--- src/iat_pkg.sv ---
// Shared constants, command/status structs for the autocorrelation time block.
// No dependencies; every other file imports this package.
package iat_pkg;

  localparam int MAX_SAMPLES = 1024;
  localparam int ADDR_W      = $clog2(MAX_SAMPLES);
  localparam int CNT_W       = ADDR_W + 1;
  localparam int SAMPLE_W    = 32;
  localparam int SUM_W       = SAMPLE_W + CNT_W - 1;
  localparam int MEAN_W      = SAMPLE_W + 1;
  localparam int DEV_W       = SAMPLE_W + 2;
  localparam int MAG_W       = 32;
  localparam int PROD_W      = 2 * MAG_W;
  localparam int ACC_W       = 80;
  localparam int FRAC_W      = 16;
  localparam int QUO_W       = 18;
  localparam int NUM_W       = ACC_W + CNT_W;
  localparam int REM_W       = NUM_W + QUO_W - 1;
  localparam int MDIV_CNT_W  = 6;
  localparam int RDIV_CNT_W  = 5;
  localparam int LAG_W       = 9;
  localparam int TAU_W       = 27;
  localparam int TAU_OUT_W   = 26;
  localparam int STOP_W      = 9;
  localparam int WF_W        = 4;
  localparam int WIN_W       = TAU_W + WF_W;

  localparam logic [TAU_W-1:0] TAU_HALF = TAU_W'(32768);
  localparam logic [TAU_W-1:0] TAU_CAP  = TAU_W'(33554432);
  localparam logic [WF_W-1:0]  WF_RESET = WF_W'(6);

  localparam int APB_ADDR_W = 3;
  localparam int APB_DATA_W = 32;
  localparam logic REG_WF_IDX = 1'b0;

  typedef struct packed {
    logic mean_start;
    logic lag_clear;
    logic lag_issue;
    logic a0_save;
    logic t_init;
    logic t_inc;
    logic stop_set;
    logic ratio_start;
    logic tau_add;
    logic series_clear;
  } iat_cmd_t;

  typedef struct packed {
    logic mean_busy;
    logic issue_last;
    logic pipe_empty;
    logic acc_pos;
    logic var_ok;
    logic has_lags;
    logic more_lags;
    logic t_zero;
    logic ratio_busy;
    logic win_stop;
  } iat_sts_t;

endpackage

--- src/iat_ctrl.sv ---
// Sequencer for load, mean, per-lag sums, ratio and window test.
// Depends on iat_pkg; drives iat_datapath through iat_cmd_t.
module iat_ctrl import iat_pkg::*; (
  input  logic     clk_i,
  input  logic     rst_ni,
  input  logic     in_valid_i,
  input  logic     in_last_i,
  input  logic     out_free_i,
  input  iat_sts_t sts_i,
  output iat_cmd_t cmd_o,
  output logic     in_ready_o,
  output logic     out_load_o
);

  localparam logic [3:0] S_LOAD       = 4'd0;
  localparam logic [3:0] S_MEAN_GO    = 4'd1;
  localparam logic [3:0] S_MEAN_WAIT  = 4'd2;
  localparam logic [3:0] S_LAG_START  = 4'd3;
  localparam logic [3:0] S_ISSUE      = 4'd4;
  localparam logic [3:0] S_DRAIN      = 4'd5;
  localparam logic [3:0] S_EVAL0      = 4'd6;
  localparam logic [3:0] S_EVAL       = 4'd7;
  localparam logic [3:0] S_RATIO_GO   = 4'd8;
  localparam logic [3:0] S_RATIO_WAIT = 4'd9;
  localparam logic [3:0] S_WIN        = 4'd10;
  localparam logic [3:0] S_FINISH     = 4'd11;

  logic [3:0] state_q, state_d;

  always_comb begin
    state_d    = state_q;
    cmd_o      = '0;
    in_ready_o = 1'b0;
    out_load_o = 1'b0;
    unique case (state_q)
      S_LOAD: begin
        in_ready_o = 1'b1;
        if (in_valid_i && in_last_i) begin
          state_d = S_MEAN_GO;
        end
      end
      S_MEAN_GO: begin
        cmd_o.mean_start = 1'b1;
        state_d          = S_MEAN_WAIT;
      end
      S_MEAN_WAIT: begin
        if (!sts_i.mean_busy) begin
          state_d = S_LAG_START;
        end
      end
      S_LAG_START: begin
        cmd_o.lag_clear = 1'b1;
        state_d         = S_ISSUE;
      end
      S_ISSUE: begin
        cmd_o.lag_issue = 1'b1;
        if (sts_i.issue_last) begin
          state_d = S_DRAIN;
        end
      end
      S_DRAIN: begin
        if (sts_i.pipe_empty) begin
          state_d = sts_i.t_zero ? S_EVAL0 : S_EVAL;
        end
      end
      S_EVAL0: begin
        cmd_o.a0_save = 1'b1;
        if (sts_i.has_lags) begin
          cmd_o.t_init = 1'b1;
          // no variance: close at lag one without summing
          state_d = sts_i.acc_pos ? S_LAG_START : S_EVAL;
        end else begin
          state_d = S_FINISH;
        end
      end
      S_EVAL: begin
        cmd_o.stop_set = 1'b1;
        state_d = (sts_i.var_ok && sts_i.acc_pos) ? S_RATIO_GO : S_FINISH;
      end
      S_RATIO_GO: begin
        cmd_o.ratio_start = 1'b1;
        state_d           = S_RATIO_WAIT;
      end
      S_RATIO_WAIT: begin
        if (!sts_i.ratio_busy) begin
          cmd_o.tau_add = 1'b1;
          state_d       = S_WIN;
        end
      end
      S_WIN: begin
        if (sts_i.win_stop || !sts_i.more_lags) begin
          state_d = S_FINISH;
        end else begin
          cmd_o.t_inc = 1'b1;
          state_d     = S_LAG_START;
        end
      end
      S_FINISH: begin
        if (out_free_i) begin
          out_load_o         = 1'b1;
          cmd_o.series_clear = 1'b1;
          state_d            = S_LOAD;
        end
      end
      default: begin
        state_d = S_LOAD;
      end
    endcase
  end

  always_ff @(posedge clk_i or negedge rst_ni) begin
    if (!rst_ni) begin
      state_q <= S_LOAD;
    end else begin
      state_q <= state_d;
    end
  end

endmodule

--- config.mk ---
export PLATFORM = sky130hd
export DESIGN_NAME = iat_ctrl
export DESIGN_NICKNAME = d
export VERILOG_FILES = /design/src/iat_pkg.sv /design/src/iat_ctrl.sv
export SDC_FILE = /design/constraint.sdc
export NUM_CORES = 1
export LEC_CHECK = 0
export BUFFER_PORTS_ARGS = -buffer_cell sky130_fd_sc_hd__buf_4
export CAP_MARGIN = 30
export CORE_AREA = 2 2 39 41
export DETAILED_ROUTE_END_ITERATION = 7
export DIE_AREA = 0 0 41 43
export PLACE_DENSITY = 0.77
export SLEW_MARGIN = 40
export SYNTH_ARGS = -nofsm -noshare
export SYNTH_HDL_FRONTEND = slang
export SYNTH_SLANG_ARGS = --single-unit
--- constraint.sdc ---
create_clock -name clk_i -period 1.9 [get_ports clk_i]
set_input_delay 0.095 -clock clk_i [delete_from_list [all_inputs] [get_ports clk_i]]
set_output_delay 0.095 -clock clk_i [all_outputs]
set_load 0.01 [all_outputs]
Word-level counts from Yosys, hierarchy flattened
Index checks and enable logic that the tools add are counted.
{"block": "classes", "n_eq_ne": 17, "muxes": 26, "reduce_logical": 6}
{"operator": "case mux 4 bit (12 select lines)", "n": 1}
{"operator": "2-to-1 mux 4 bit", "n": 8}
{"operator": "== test 4 x 3 -> 1 bit (second input constant)", "n": 4}
{"operator": "== test 4 bit (second input constant)", "n": 4}
{"operator": "2-to-1 mux 1 bit", "n": 14}
{"operator": "inequality test 2 bit (second input constant)", "n": 6}
{"operator": "== test 4 x 2 -> 1 bit (second input constant)", "n": 2}
{"operator": "AND reduction 6 bit", "n": 1}
{"operator": "== test 4 x 1 -> 1 bit (second input constant)", "n": 1}
{"operator": "logical NOT 4 bit", "n": 1}
{"operator": "2-to-1 mux 2 bit", "n": 2}
{"operator": "2-to-1 mux 3 bit", "n": 1}
{"operator": "logical AND 1 bit", "n": 2}
{"operator": "logical NOT 1 bit", "n": 1}
{"operator": "logical OR 1 bit", "n": 1}
{"block": "totals", "regBits": 4, "input_bits": 15, "elab_cells": 50}

Logic depth before layout (Yosys ltp)
{"block": "logic_depth", "depth_word": 4, "depth_mapped": 6}

Least setup slack after synthesis
Ideal clock, no wire load.
{"block": "synth_timing", "path_kind": "register to register", "start": "reg state_q[1]", "end": "reg state_q[0]", "setup_time_ps": 130, "arrival_ps": 1486, "t_required_ps": 1770, "path_slack_ps": 283, "stages_incl_launch_ff": 7, "period_less_slack_ps": 1617, "path_cell_list": "dfrtp_1 -> buf_6 -> nor4_2 -> a21boi_2 -> a221oi_4 -> a221oi_2 -> nand3_1"}
{"block": "synth_between", "elab_chain_len": 3}
{"item": "from (decl)", "line": "iat_ctrl.sv:28", "text": "logic [3:0] state_q, state_d;"}
{"item": "from (signal assigned)", "line": "iat_ctrl.sv:115", "text": "state_q <= state_d;"}
{"item": "== test 4 x 2 -> 1 bit (tied with other cells)", "line": "iat_ctrl.sv:35", "text": "unique case (state_q)"}
{"item": "inequality test 2 bit (no source line)"}
{"item": "AND reduction 6 bit (no source line)"}
Several ways; a longest one is shown, not always the timed one.
A chain may end at the register's enable or synchronous reset.

Final worst setup path
{"block": "layout_timing", "start": "reg state_q[3]", "end": "reg state_q[0]"}
Same word-level chain as after synthesis.

==> out/qor.yml <==
status:
  status: "finished, final reports clean"
route:
  routed_wl_um: 1300
  drt_pre_antenna_iters: 5
  vias_per_cell: 5.35
  vias: 567
  drt-initial-drc-count: 18
  wl_per_cell_um: 12.2
  ant_nets: 0
  drcViolationCount: 0
clock_network:
  cts.path.max_buffers: 2
  htree_levels: 1
  clock_latency_ns: 0.25
  cts.clk_slew.worst_paths_ns: 0.04
  cts.sinks: 4
  cts_resized: 0
  cts_tree: "built"
  cts_setup_buffers: 0
  cts_root_buffer: "clkbuf_4"
  cts_buffers: 3
yosys:
  ys_types: 29
  ys_ff_latch: 4
  yosys-top-cells-area: "dfrtp_1 (21%), nor2_1 (7.1%), a221oi_4 (5.6%)"
  yosysWarnings: 0
  synthesis.area_um2: 473
  yosys.area.top_type: "dfrtp_1"
  yosysSeqAreaShare_pct: 21.2
  syn_area_per_cell_um2: 7.39
  synth.top_cell.area_share_pct: 21.2
  syn_nets: 79
  synthCells: 64
sta:
  rsz0062_at_grt: "false"
  final_max_slew_viol_count: 0
  min_period_ns: 1.64
  finalHoldWorstSlack_ns: 0.181
  finalHoldViolations: 0
  clock_skew_ns: 0.00737
  max_freq_mhz: 610
  setup_tns_ns: 0
  slew_headroom_pct: 69.2
  worst_slew_pin_slew_ns: 0.462
  setup_violations: 0
  post-route-period-util_pct: 86.3
place:
  place_congestion: 0.749
  hpwl_um: 977
  dpl.cell_count: 102
  port_buffers: 26
grt:
  grt_usage_pct: 15.6
  grt_antenna_before_repair: 0
  grt_pass1_wl_um: 1860
  grt_pass1_vias: 466
  grt_max_degree: 17
  grt-ovfl-total: 0
setup_path:
  crit_chain: "nor4_2, a21boi_2, a221oi_4, a221oi_2, nand3_1"
  path_class: "reg -> reg"
  critPathSlowestCell: "dfrtp_1"
  critPathRequiredTime_ns: 2.01
  crit_arrival_ns: 1.75
  worstSetupEndpointType: "flip-flop"
  critical_path.max_fanout: 11
  start_kind: "flip-flop"
  max_stage_delay_ns: 0.51
floorplan:
  start_util_pct: 34.2
  die_w_um: 41
  rows: 14
  dieArea_um2: 1760
  die_h_um: 43
  core_um2: 1380
  io_pins: 27
finish:
  final_nets: 107
  reg_top3: "state_q (4)"
  largest_reg_flops: 4
  synthToLayoutAreaGrowth_pct: 47.6
  utilization_pct: 50.5
  diodes: 0
  post_route_cells_drive_above_1_share_pct: 38.9
  fillCellCount: 134
  regMostFlops: "state_q"
  stdcell_count: 106
min_path:
  hold_path_class: "in -> async"
power:
  p_leak_nw: 0.327
  ir_drop_uv: 417
  total_power_mw: 1.00
  p_per_area_nw_per_um2: 1440
run:
  drv_cap: 0
logic make-up after synthesis:
logic type | count (synthesis) | share of synthesized area, %
DFF | 4 | 21.2
AOI/OAI and AO/OA | 16 | 29.1
and+or+nand+nor | 35 | 37.8
buffers and inverters | 8 | 9.52
muxes | 1 | 2.38
layout by cell type, fill, tap and decap left out, types with 2 or more instances in the layout:
cell type / count
buf_4: 28
nor2_1: 9
nand2_1: 7
nor3_1: 5
a21oi_1: 5
dfrtp_1: 4
nand2b_1: 3
clkbuf_4: 3
inv_1: 2
and2_1: 2
nor2b_1: 2
nand3_1: 2
o21ai_0: 2
a22o_1: 2
cell type report:
cell class / count / area [µm²] / share of cell area [%]
inverters: 2 / 7.51 / 1.08
flip-flops and latches: 4 / 100 / 14.3
well taps: 16 / 20.0 / 2.87
multi-input cells: 52 / 328 / 47.0
repair buffers: 29 / 220 / 31.5
clock buffers: 3 / 22.5 / 3.23
timing repair:
| item | in CTS | in global routing |
|---|---|---|
| endpoints found under the setup margin | 0 | 0 |
| endpoints found under the hold margin | 4 | 0 |
| hold buffers | 1 | 0 |
cells in the mapped netlist (all sizes together):
master / instances
mux2: 1
nand3: 2
a311oi: 1
nor3: 5
nor2: 9
nand2: 7
and2: 2
a22o: 2
a2bb2oi: 1
nor2b: 2
o21bai: 1
o211ai: 1
a21oi: 5
a21boi: 1
nand4: 1
dfrtp: 4
clkbuf: 1
inv: 2
o21ai: 2
nor4: 1
a221oi: 2
nor3b: 1
buf: 5
nand2b: 3
and3: 1
nand3b: 1
layer usage:
layer / share of wire, % / track usage [%] / wire (µm)
met3: 7.8 / 2.62 / 101
met5: 0 / 0 / 0
met4: 4.4 / 11.3 / 57
met1: 40 / 19.2 / 515
met2: 48 / 23.1 / 624
worst paths after layout:
path / startpoint / end / slack [ns] / cells after the start
min in group clk_i: sts_i[6] / state_q[2] / 0.19 / 4
worst min register to register: state_q[3] / state_q[2] / 0.73 / 1
worst max register to register: state_q[3] / state_q[0] / 0.26 / 5
worst max-delay path: state_q[3] / state_q[0] / 0.26 / 5
max in group asynchronous: rst_ni / state_q[0] / 1.61 / 2
worst min-delay path: rst_ni / state_q[3] / 0.18 / 2
critical path: cells and delay by family (launching register included):
family             cells  cell delay, ns
DFF                    1            0.51
AOI/OAI and AO/OA      3            0.59
and+or+nand+nor        2            0.41
per-stage QoR:
stage          cell area [µm²]  setup slack [ns]
2_1_floorplan              473             0.283
3_3_place_gp               666             0.375
3_5_place_dp               666             0.292
4_1_cts                    698             0.268
5_1_grt                    698             0.193
6_report                   698             0.259
report_power, final:
| part | internal, mW | switching (mW) |
|---|---|---|
| clock network | 0.0710 | 0.0401 |
| logic | 0.316 | 0.367 |
| registers | 0.127 | 0.0827 |
| total | 0.514 | 0.489 |
Note: power is estimated with default switching activity, not from simulation.
